===== config.mk =====
export PLATFORM = sky130hd
export DESIGN_NAME = alarm_count_filter_core
export DESIGN_NICKNAME = d
export VERILOG_FILES = /design/src/hdl/acf_pkg.sv /design/src/hdl/acf_step.sv /design/src/hdl/alarm_count_filter_core.sv
export SDC_FILE = /design/constraint.sdc
export NUM_CORES = 1
export LEC_CHECK = 0
export BUFFER_PORTS_ARGS = -buffer_cell sky130_fd_sc_hd__buf_2
export CAP_MARGIN = 20
export CORE_MARGIN = 10
export CORE_UTILIZATION = 30
export CTS_CLUSTER_DIAMETER = 40
export CTS_CLUSTER_SIZE = 12
export DETAILED_ROUTE_END_ITERATION = 6
export SLEW_MARGIN = 15
export SYNTH_ARGS = -nofsm -noshare
export SYNTH_HDL_FRONTEND = slang
export SYNTH_SLANG_ARGS = --single-unit

===== constraint.sdc =====
create_clock -name clk_i -period 7.32 [get_ports clk_i]
set_input_delay 1.83 -clock clk_i [delete_from_list [all_inputs] [get_ports clk_i]]
set_output_delay 1.83 -clock clk_i [all_outputs]
set_load 0.03 [all_outputs]

===== src/hdl/acf_pkg.sv =====
// ----------------------------------------------------------------------------
// acf_pkg
// shared types, codes and constants of the alarm count filter
// ----------------------------------------------------------------------------
package acf_pkg;

  // clamp limits for passed alarms
  localparam int unsigned SEVERITY_LEVELS = 4;
  localparam int unsigned STATUS_CODES    = 22;

  localparam int unsigned STATUS_W   = 6;
  localparam int unsigned SEVERITY_W = 4;
  localparam int unsigned TIME_W     = 32;
  localparam int unsigned COUNT_W    = 8;
  localparam int unsigned WINDOW_W   = 16;
  localparam int unsigned CFG_IDX_W  = 1;
  localparam int unsigned CFG_DATA_W = 16;

  localparam logic [SEVERITY_W-1:0] SEVERITY_TOP = SEVERITY_W'(SEVERITY_LEVELS - 1);
  localparam logic [STATUS_W-1:0]   STATUS_TOP   = STATUS_W'(STATUS_CODES - 1);
  localparam logic [COUNT_W-1:0]    COUNT_MAX    = '1;

  // request kinds
  localparam logic REQ_EVENT = 1'b0;
  localparam logic REQ_TICK  = 1'b1;

  // configuration register indexes
  localparam logic [CFG_IDX_W-1:0] CFG_REQUIRED_COUNT = 1'b0;
  localparam logic [CFG_IDX_W-1:0] CFG_WINDOW_SECONDS = 1'b1;

  typedef struct packed {
    logic [COUNT_W-1:0]  required_count;
    logic [WINDOW_W-1:0] window_seconds;
  } acf_cfg_t;

  typedef struct packed {
    logic                  req_type;
    logic [STATUS_W-1:0]   alarm_status;
    logic [SEVERITY_W-1:0] alarm_severity;
    logic [TIME_W-1:0]     now_seconds;
  } acf_req_t;

  typedef struct packed {
    logic [STATUS_W-1:0]   seen_status;
    logic [SEVERITY_W-1:0] seen_severity;
    logic [TIME_W-1:0]     window_start;
    logic                  timer_running;
    logic [TIME_W-1:0]     timer_start;
    logic [COUNT_W-1:0]    change_count;
    logic [SEVERITY_W-1:0] committed_severity;
  } acf_state_t;

  typedef struct packed {
    logic                  pass;
    logic [STATUS_W-1:0]   pass_status;
    logic [SEVERITY_W-1:0] pass_severity;
    logic [TIME_W-1:0]     pass_time;
  } acf_result_t;

endpackage


===== src/hdl/acf_step.sv =====
// ----------------------------------------------------------------------------
// acf_step
// next-state and result logic for one request of the alarm count filter
// ----------------------------------------------------------------------------
module acf_step (
  input  acf_pkg::acf_cfg_t    cfg_i,
  input  acf_pkg::acf_state_t  state_i,
  input  acf_pkg::acf_req_t    req_i,
  output acf_pkg::acf_state_t  state_o,
  output acf_pkg::acf_result_t result_o
);

  logic [acf_pkg::TIME_W-1:0]     timer_age;
  logic [acf_pkg::TIME_W-1:0]     window_age;
  logic [acf_pkg::TIME_W-1:0]     window_ext;
  logic [acf_pkg::SEVERITY_W-1:0] prev_sev;
  logic [acf_pkg::SEVERITY_W-1:0] cur_sev;
  logic [acf_pkg::COUNT_W-1:0]    count_inc;
  logic                           emit;
  logic [acf_pkg::STATUS_W-1:0]   emit_status;
  logic [acf_pkg::SEVERITY_W-1:0] emit_severity;
  logic [acf_pkg::TIME_W-1:0]     emit_time;
  logic [acf_pkg::STATUS_W-1:0]   clamp_status;
  logic [acf_pkg::SEVERITY_W-1:0] clamp_severity;
  logic                           counted;
  logic                           other_edge;

  assign timer_age  = req_i.now_seconds - state_i.timer_start;
  assign window_age = req_i.now_seconds - state_i.window_start;
  assign window_ext = {{(acf_pkg::TIME_W - acf_pkg::WINDOW_W){1'b0}}, cfg_i.window_seconds};
  assign prev_sev   = state_i.seen_severity;
  assign cur_sev    = state_i.committed_severity;
  assign count_inc  = (state_i.change_count == acf_pkg::COUNT_MAX) ?
                      state_i.change_count : state_i.change_count + 1'b1;
  assign counted    = ((cur_sev == '0) && (prev_sev == '0)) ||
                      ((cur_sev != '0) && (req_i.alarm_severity == '0));
  assign other_edge = ((cur_sev == '0) && (req_i.alarm_severity == '0)) ||
                      ((cur_sev != '0) && (prev_sev == '0));

  always_comb begin
    state_o       = state_i;
    emit          = 1'b0;
    emit_status   = req_i.alarm_status;
    emit_severity = req_i.alarm_severity;
    emit_time     = req_i.now_seconds;
    if (req_i.req_type == acf_pkg::REQ_TICK) begin
      // window timer expiry passes the latest seen pair
      if (state_i.timer_running && (timer_age >= window_ext)) begin
        emit                  = 1'b1;
        emit_status           = state_i.seen_status;
        emit_severity         = state_i.seen_severity;
        emit_time             = state_i.window_start;
        state_o.window_start  = '0;
        state_o.timer_running = 1'b0;
        state_o.change_count  = '0;
      end
    end else if ((req_i.alarm_status != state_i.seen_status) ||
                 (req_i.alarm_severity != state_i.seen_severity)) begin
      state_o.seen_status   = req_i.alarm_status;
      state_o.seen_severity = req_i.alarm_severity;
      if (counted) begin
        if ((state_i.window_start == '0) || (window_age > window_ext)) begin
          // open a new window, timer keeps its start if already running
          if (!state_i.timer_running) begin
            state_o.timer_running = 1'b1;
            state_o.timer_start   = req_i.now_seconds;
          end
          state_o.change_count = acf_pkg::COUNT_W'(1);
          state_o.window_start = req_i.now_seconds;
        end else if (count_inc >= cfg_i.required_count) begin
          emit                  = 1'b1;
          state_o.timer_running = 1'b0;
          state_o.change_count  = '0;
          state_o.window_start  = '0;
        end else begin
          state_o.change_count = count_inc;
        end
      end else if (other_edge) begin
        state_o.timer_running = 1'b0;
        emit                  = (cur_sev != '0);
      end else begin
        emit = (cur_sev != '0);
      end
    end
    clamp_severity = (emit_severity > acf_pkg::SEVERITY_TOP) ? acf_pkg::SEVERITY_TOP
                                                            : emit_severity;
    clamp_status   = (emit_status > acf_pkg::STATUS_TOP) ? acf_pkg::STATUS_TOP
                                                        : emit_status;
    if (emit) begin
      state_o.committed_severity = clamp_severity;
    end
    result_o.pass          = emit;
    result_o.pass_status   = clamp_status;
    result_o.pass_severity = clamp_severity;
    result_o.pass_time     = emit_time;
  end

endmodule


===== src/hdl/alarm_count_filter_core.sv =====
// ----------------------------------------------------------------------------
// alarm_count_filter_core
// count filter for one alarm channel: events and timer ticks in, passed alarms out
// ----------------------------------------------------------------------------
//  channel  | direction | handshake               | payload
//  ---------+-----------+-------------------------+----------------------------------
//  request  | in        | in_valid_i / in_stall_o | req_type, alarm_status/severity,
//           |           |                         | now_seconds
//  result   | out       | out_valid_o/out_stall_i | pass_status, pass_severity, pass_time
//  config   | in        | cfg_we_i                | cfg_index_i, cfg_data_i
//
//  one request per cycle sustained while the result side is not stalled; a taken request
//  is held in the request register, then a passed result in the result register
//  the filter state is updated in the cycle the request leaves the request register
//  reset clears the filter state, valid flags and loads both config regs with one
//  a stalled result holds the request register; the request input only stalls
//  while the request register is full and cannot move on
// ----------------------------------------------------------------------------
module alarm_count_filter_core (
  input  logic                                clk_i,
  input  logic                                rst_ni,
  // request channel
  input  logic                                in_valid_i,
  output logic                                in_stall_o,
  input  logic                                req_type_i,
  input  logic [acf_pkg::STATUS_W-1:0]        alarm_status_i,
  input  logic [acf_pkg::SEVERITY_W-1:0]      alarm_severity_i,
  input  logic [acf_pkg::TIME_W-1:0]          now_seconds_i,
  // result channel
  output logic                                out_valid_o,
  input  logic                                out_stall_i,
  output logic [acf_pkg::STATUS_W-1:0]        pass_status_o,
  output logic [acf_pkg::SEVERITY_W-1:0]      pass_severity_o,
  output logic [acf_pkg::TIME_W-1:0]          pass_time_o,
  // configuration writes
  input  logic                                cfg_we_i,
  input  logic [acf_pkg::CFG_IDX_W-1:0]       cfg_index_i,
  input  logic [acf_pkg::CFG_DATA_W-1:0]      cfg_data_i
);

  // configuration registers
  acf_pkg::acf_cfg_t    cfg_q;

  // request register
  logic                 in_valid_q;
  acf_pkg::acf_req_t    req_q;

  // filter state
  acf_pkg::acf_state_t  state_q;
  acf_pkg::acf_state_t  state_d;

  // result register
  logic                 out_valid_q;
  acf_pkg::acf_result_t step_result;
  logic [acf_pkg::STATUS_W-1:0]   out_status_q;
  logic [acf_pkg::SEVERITY_W-1:0] out_severity_q;
  logic [acf_pkg::TIME_W-1:0]     out_time_q;

  logic out_free;
  logic advance;
  logic in_take;

  // result slot can take a new result when empty or draining this cycle
  assign out_free   = !out_valid_q || !out_stall_i;
  // request in the register is processed when the result slot is free
  assign advance    = in_valid_q && out_free;
  assign in_stall_o = in_valid_q && !out_free;
  assign in_take    = in_valid_i && !in_stall_o;

  // config write port
  always_ff @(posedge clk_i or negedge rst_ni) begin
    if (!rst_ni) begin
      cfg_q.required_count <= acf_pkg::COUNT_W'(1);
      cfg_q.window_seconds <= acf_pkg::WINDOW_W'(1);
    end else if (cfg_we_i) begin
      case (cfg_index_i)
        acf_pkg::CFG_REQUIRED_COUNT: cfg_q.required_count <= cfg_data_i[acf_pkg::COUNT_W-1:0];
        acf_pkg::CFG_WINDOW_SECONDS: cfg_q.window_seconds <= cfg_data_i[acf_pkg::WINDOW_W-1:0];
        default: ;
      endcase
    end
  end

  // request register valid flag
  always_ff @(posedge clk_i or negedge rst_ni) begin
    if (!rst_ni) begin
      in_valid_q <= 1'b0;
    end else if (in_take || advance) begin
      in_valid_q <= in_take;
    end
  end

  // request payload, no reset needed
  always_ff @(posedge clk_i) begin
    if (in_take) begin
      req_q.req_type       <= req_type_i;
      req_q.alarm_status   <= alarm_status_i;
      req_q.alarm_severity <= alarm_severity_i;
      req_q.now_seconds    <= now_seconds_i;
    end
  end

  // single pass of filter logic on the registered request
  acf_step u_step (
    .cfg_i    (cfg_q),
    .state_i  (state_q),
    .req_i    (req_q),
    .state_o  (state_d),
    .result_o (step_result)
  );

  // filter state commits only when the request moves on
  always_ff @(posedge clk_i or negedge rst_ni) begin
    if (!rst_ni) begin
      state_q <= '0;
    end else if (advance) begin
      state_q <= state_d;
    end
  end

  // result valid flag: loads on a pass, clears when taken downstream
  always_ff @(posedge clk_i or negedge rst_ni) begin
    if (!rst_ni) begin
      out_valid_q <= 1'b0;
    end else if (out_free) begin
      out_valid_q <= advance && step_result.pass;
    end
  end

  // result payload
  always_ff @(posedge clk_i) begin
    if (advance && step_result.pass) begin
      out_status_q   <= step_result.pass_status;
      out_severity_q <= step_result.pass_severity;
      out_time_q     <= step_result.pass_time;
    end
  end

  assign out_valid_o     = out_valid_q;
  assign pass_status_o   = out_status_q;
  assign pass_severity_o = out_severity_q;
  assign pass_time_o     = out_time_q;

  // committed severity always lies inside the clamp range
  a_committed_clamped: assert property (@(posedge clk_i) disable iff (!rst_ni)
    state_q.committed_severity <= acf_pkg::SEVERITY_TOP)
    else $error("committed severity above top level");

  // a passed result carries clamped fields
  a_result_clamped: assert property (@(posedge clk_i) disable iff (!rst_ni)
    out_valid_q |-> ((out_severity_q <= acf_pkg::SEVERITY_TOP) &&
                     (out_status_q <= acf_pkg::STATUS_TOP)))
    else $error("result fields outside clamp range");

  // request input only stalls while a request is held
  a_stall_holds_req: assert property (@(posedge clk_i) disable iff (!rst_ni)
    in_stall_o |-> in_valid_q)
    else $error("request stall without a held request");

  // a new result appears only after a request was processed
  a_result_from_req: assert property (@(posedge clk_i) disable iff (!rst_ni)
    $rose(out_valid_q) |-> $past(advance))
    else $error("result without a processed request");

  // state stays put while no request is processed
  a_state_idle: assert property (@(posedge clk_i) disable iff (!rst_ni)
    !$past(advance) |-> $stable(state_q))
    else $error("filter state changed without a request");

endmodule


* After elaboration in Yosys (flattened, before gate mapping)
Cells that the tools add are included.
** Cells by class
- Add/sub/neg operators :: 3
- Order comparisons :: 5
- Eq/ne operators :: 5
- Multiplexer cells :: 29
- Bitwise logic cells :: 3
- Reduce and logical (&&, ||, !) cells :: 36
** Operators with widths (count)
- $mux W32 :: 5
- $mux W33 :: 4
- $mux W73 :: 1
- $sub A32 B32 Y32 :: 2
- $mux W40 :: 1
- $mux W8 :: 5
- $ge A32 B16 Y1 :: 1
- $gt A32 B16 Y1 :: 1
- $logic_not A32 Y1 :: 1
- $logic_not A4 Y1 :: 3
- $mux W4 :: 3
- $mux W6 :: 2
- $reduce_and A5 Y1 :: 2
- $logic_and A1 B1 Y1 :: 9
- $add A8 B1 Y8 const B :: 1
- $eq A8 B8 Y1 const B :: 1
- $ge A8 B8 Y1 :: 1
- $mux W1 :: 8
- $gt A6 B5 Y1 const B :: 1
- $logic_or A1 B1 Y1 :: 6
- $ne A6 B6 Y1 :: 1
- $reduce_and A2 Y1 :: 3
- $reduce_and A6 Y1 :: 1
- $reduce_bool A3 Y1 :: 2
- 10 further kinds :: 16
** Word-level totals
- Bits in registers :: 198
- Bits of input ports :: 65
- Output and inout bits :: 44
- Word-level logic and storage cells :: 99

* Depth between registers and ports, before layout
- Depth in word-level cells :: 9
- Mapped depth :: 24
- Mapped depth without buffers :: 21

* Hierarchy
From an unflattened synthesis, not the netlist that was laid out.
** Unflattened totals
- Cells, all modules :: 1417
- Area, all modules :: 14298.7 µm²
** By module, submodules not included
- acf_step :: instances 1, cells an instance 1086, area an instance 7383.3 µm², sequential area each 0.0 µm²
- alarm_count_filter_core :: instances 1, cells an instance 331, area an instance 6915.4 µm², sequential area each 5382.7 µm²

* Worst setup path before layout
OpenSTA, ideal clock, no wires.
- Path type :: register -> register
- Start :: register req_q[0] (netlist bit)
- End :: register out_severity_q (netlist bit pass_severity_o[0]) (enable)
- Library setup time :: 396 ps
- Arrival :: 4659 ps
- Required time :: 6924 ps
- Path slack :: 2265 ps
- Stages on the path, launching flop included :: 21
- Buffers on the path :: 0
- Period minus slack after synthesis :: 5055 ps
- Cells stage by stage :: edfxtp_1 inv_1 ha_1 inv_1 fa_1 a21o_1 a31oi_1 or3_1 nor2b_1 o21bai_1 xor2_1 ha_1 a21o_1 a211oi_1 a21oi_1 nor4_1 and4_1 nand4_2 o21ai_0 nand2_1 inv_1
** Between the ends
- Cells in the longest elaborated chain, start to end :: 8
- Elaborated cells on any way between the ends :: 12
- Those cells by class :: add/sub (2); order compare (2); mux (5); reduce/logical (3)
** Ends and longest elaborated chain
- start, declared :: line alarm_count_filter_core.sv:46 : acf_pkg::acf_req_t req_q;
- $sub A32 B32 Y32 :: line acf_step.sv:29 : assign window_age = req_i.now_seconds - state_i.window_start;
- $gt A32 B16 Y1 :: line acf_step.sv:62 : if ((state_i.window_start == '0) || (window_age > window_ext)) begin
- $logic_or A1 B1 Y1 :: line acf_step.sv:62
- $mux W1 :: line acf_step.sv:62
- $mux W1 :: line acf_step.sv:61 : if (counted) begin
- $mux W1 :: line acf_step.sv:57 : end else if ((req_i.alarm_status != state_i.seen_status) ||
- $mux W1 (*) :: line acf_step.sv:46 : if (req_i.req_type == acf_pkg::REQ_TICK) begin
- $logic_and A1 B1 Y1 (*) :: line alarm_count_filter_core.sv:132 : if (advance && step_result.pass) begin
- end signal, assigned :: line alarm_count_filter_core.sv:134 : out_severity_q <= step_result.pass_severity;
- end, declared :: line alarm_count_filter_core.sv:56 : logic [acf_pkg::SEVERITY_W-1:0] out_severity_q;
Every way passes the cells marked *; elsewhere a longest branch is shown, timed or not.
A chain may end at the register's enable or synchronous reset.

* Worst setup path after layout
- Start :: register req_q[0] (netlist bit)
- End :: register out_time_q (netlist bit pass_time_o[13]) (enable)
** Between the ends
- Cells in the longest elaborated chain, start to end :: 8
- Elaborated cells on any way between the ends :: 12
- Those cells by class :: add/sub (2); order compare (2); mux (5); reduce/logical (3)
** Ends and longest elaborated chain
- $sub A32 B32 Y32 :: line acf_step.sv:29
- $gt A32 B16 Y1 :: line acf_step.sv:62
- $logic_or A1 B1 Y1 :: line acf_step.sv:62
- $mux W1 :: line acf_step.sv:62
- $mux W1 :: line acf_step.sv:61
- $mux W1 :: line acf_step.sv:57
- $mux W1 (*) :: line acf_step.sv:46
- $logic_and A1 B1 Y1 (*) :: line alarm_count_filter_core.sv:132
- end signal, assigned :: line alarm_count_filter_core.sv:135 : out_time_q <= step_result.pass_time;
- end, declared :: line alarm_count_filter_core.sv:57 : logic [acf_pkg::TIME_W-1:0] out_time_q;
Marked as above.

==> impl_metrics.py <==
metrics = {
    "floorplan": {
        "initial_utilization": 0.3052,
        "die_area_um2": 51660,
        "io_pins": 109,
        "die_h_um": 227.3,
        "core_um2": 42230,
        "dieWidth_um": 227.3,
        "num_rows": 75,
    },
    "route": {
        "wl_mm": 36.99,
        "antenna_left": 0,
        "post_drt_wl_per_cell_um": 18.64,
        "drt-initial-drc-count": 686,
        "vias": 10260,
        "drcViolationCount": 0,
        "routed_via_density": 5.172,
        "dr.pass1.iters": 5,
    },
    "job": {
        "maxCapViolCount": 0,
    },
    "synthesis": {
        "synth_ff_type": "dfrtp_1",
        "synth_edf_count": 85,
        "async_flop_share": 0.5707,
        "synthesis.area_um2": 12890,
        "ys_seq_area_frac": 0.4176,
        "synth_cells": 1341,
        "syn_avg_cell_area_um2": 9.612,
        "ys_types": 84,
        "synth_warnings": 0,
        "synth.ff_latch_count": 198,
    },
    "final_layout": {
        "area_growth_pct": 12.84,
        "drive_above_1_share": 0.1435,
        "stdcell_count": 1984,
        "fin_area_um2": 14550,
        "nets": 1600,
    },
    "clock_tree": {
        "cts_setup_buffers": 0,
        "ctsResizeCount": 0,
        "cts_tree": "built",
        "root_buffer": "clkbuf_16",
        "clock_latency_ns": 0.46,
        "clock_sinks": 198,
        "cts_buffers": 17,
        "cts_htree_levels": 4,
        "holdBufCountCts": 0,
        "path_clk_slew_ns": 0.07,
        "clk_path_buf_depth": 2,
    },
    "global_routing": {
        "grt_pass1_wl_mm": 58.06,
        "antenna_found_initial": 4,
        "grt_util_all_layers": 0.1443,
        "grt_max_degree": 62,
        "grt_pass1_vias": 10490,
        "grt_overflow_total": 0,
    },
    "placement": {
        "gp_congestion": 0.9197,
        "placed_area_um2": 13920,
        "placed_cells": 1949,
        "dp_hpwl_mm": 29.03,
        "port_buffers": 108,
    },
    "sta": {
        "final.period_utilization": 0.7868,
        "layout_min_cycle_time_ns": 5.759,
        "slew_headroom": 0.3265,
        "setup_viol": 0,
        "drv_slew": 0,
        "grt_setup_unrepaired": "false",
        "fin_setup_tns_ns": 0,
        "hold_viol": 0,
        "whs_ns": 0.4949,
        "max_freq_mhz": 173.6,
        "worstMarginPinSlew_ns": 1.008,
        "clock_skew_ns": 0.01511,
    },
    "worst_setup_path": {
        "cp.arrival_ns": 5.91,
        "worstSetupEndpointType": "flop",
        "worstSetupPathType": "flop to flop",
        "worstPathRequired_ns": 7.47,
        "cp_max_fo": 28,
        "worstSetupStartpointType": "flop",
    },
    "pwr": {
        "peakVddDrop_mv": 0.1826,
        "total_power_mw": 4.853,
        "power_density_nw_per_um2": 333.7,
        "p_leak_nw": 6.564,
    },
    "hold_path": {
        "hold_class": "flop to flop",
    },
    "status": {
        "outcome": "finished, final reports clean",
    },
}
## metrics by stage
stage	worst slack, ns	util
finish	1.561	0.3444
floorplan	2.265	-
global placement	1.588	0.3297
global route	1.137	0.3443
CTS	1.396	0.3439
detailed placement	1.464	0.3297
## routing by layer
metal	up-vias	part of all wire	track usage
met4	4	0.020	0.04880
met3	49	0.050	0.02998
li1	5062	-	-
met2	236	0.47	0.2386
met1	4910	0.46	0.1841
met5	-	0.00073	0
## registers in the layout (all words and copies together) (netlist names)
signal and count:
pass_severity_o 4, in_valid_q 1, out_valid_o 1, pass_status_o 6, req_q 43, state_q 87, cfg_q 24, pass_time_o 32
## placed cells by master, fill, tap and decap left out, types with 4 or more instances in the layout
cell type	n
o21bai_1	10
nand2b_1	12
and2_1	4
o21ai_1	5
a221o_1	4
a211oi_1	10
o21a_1	13
nor2b_1	7
ha_1	103
nor4_1	19
buf_2	107
mux2i_1	36
clkbuf_16	17
a21oi_1	97
nand2_1	109
inv_6	5
a21o_1	30
o31ai_1	36
a41oi_1	4
o22ai_1	6
dfrtp_1	111
buf_4	9
a211o_1	4
xor2_1	20
o21ai_0	109
nand3_1	32
xnor2_1	36
or3_1	6
and3_1	16
nor3_1	23
edfxtp_1	85
inv_1	135
mux2_2	33
a31oi_1	6
nand4_1	23
nor2_1	63
o211ai_1	11
## kinds of logic (layout without fill, tap and decap cells)
logic type	after synthesis	in the layout	synth area share
AO/OA/AOI/OAI	388	388	0.1938
AND/OR/NAND/NOR	339	339	0.1305
flip-flops	198	198	0.4176
buffers and inverters	185	285	0.05989
adder cells (fa/ha/maj)	105	105	0.1031
multiplexers	69	69	0.05679
XOR/XNOR	56	56	0.03805
other	1	5	0.0002909
## synth_stat cells (5+ instances only)
cell,number,area [um2]
xor2_1,20,175.2
or3_1,7,43.79
nor3_1,23,115.1
inv_1,136,510.5
o21ai_1,5,25.02
o31ai_1,36,270.3
nor2b_1,7,43.79
nor4_1,19,118.9
clkbuf_1,28,105.1
o21a_1,13,97.59
and2_1,5,31.28
edfxtp_1,85,2552
o21ai_0,109,545.5
nand3_1,33,165.2
mux2_2,33,371.6
mux2i_1,36,360.4
o211ai_1,11,82.58
a31oi_1,6,37.54
ha_1,103,1289
a21o_1,30,225.2
o21bai_1,10,75.07
a21oi_1,97,485.5
buf_2,8,40.04
nand4_1,23,143.9
nor2_1,63,236.5
xnor2_1,36,315.3
nand2b_1,12,75.07
a211oi_1,10,75.07
o22ai_1,6,37.54
and3_1,16,100.1
nand2_1,109,409.1
buf_6,8,90.09
dfrtp_1,111,2778
## final cells by class
class,instances,area [um2]
clock buffer,19,432.9
fill,4299,27680
antenna,2,5.005
clock inverter,13,166.4
multi-input combinational,960,6750
inverter,136,510.5
timing repair buffer,117,623.1
sequential,198,5383
tap,539,674.4
## power by group
part / total, mW / switching [mW] / internal [mW] / leakage (nW)
Clock: 0.993 / 0.450 / 0.543 / 0.290
Combinational: 2.33 / 1.41 / 0.923 / 4.12
Sequential: 1.53 / 0.146 / 1.38 / 2.15
## worst paths after layout
check                           start              end  slack [ns]  depth (start not counted)
max                          req_q[0]  pass_time_o[13]        1.56                         22
min                        state_q[3]       state_q[3]        0.49                          1
max reg2reg                  req_q[0]  pass_time_o[13]        1.56                         22
min in group asynchronous      rst_ni         cfg_q[5]        1.44                          1
max in group asynchronous      rst_ni      state_q[45]        4.62                          2
min reg2reg                state_q[3]       state_q[3]        0.49                          1
## worst max-delay path, cell delays in order, from the launching register on
cell      delay, ns
edfxtp_1       0.41
inv_1          0.13
ha_1           0.17
inv_1          0.05
fa_1           0.41
a21o_1         0.21
a31oi_1        0.46
or3_1          0.28
nor2b_1        0.22
o21bai_1       0.11
xor2_1         0.16
ha_1           0.30
nand4_1        0.12
a21oi_1        0.06
a211oi_1       0.23
a21oi_1        0.13
nor4_1         0.33
and4_1         0.25
nand4_2        0.28
o21ai_0        0.26
nand2_1        0.19
inv_2          0.40
buf_12         0.26
No activity file was read; power rests on OpenSTA's default activity.
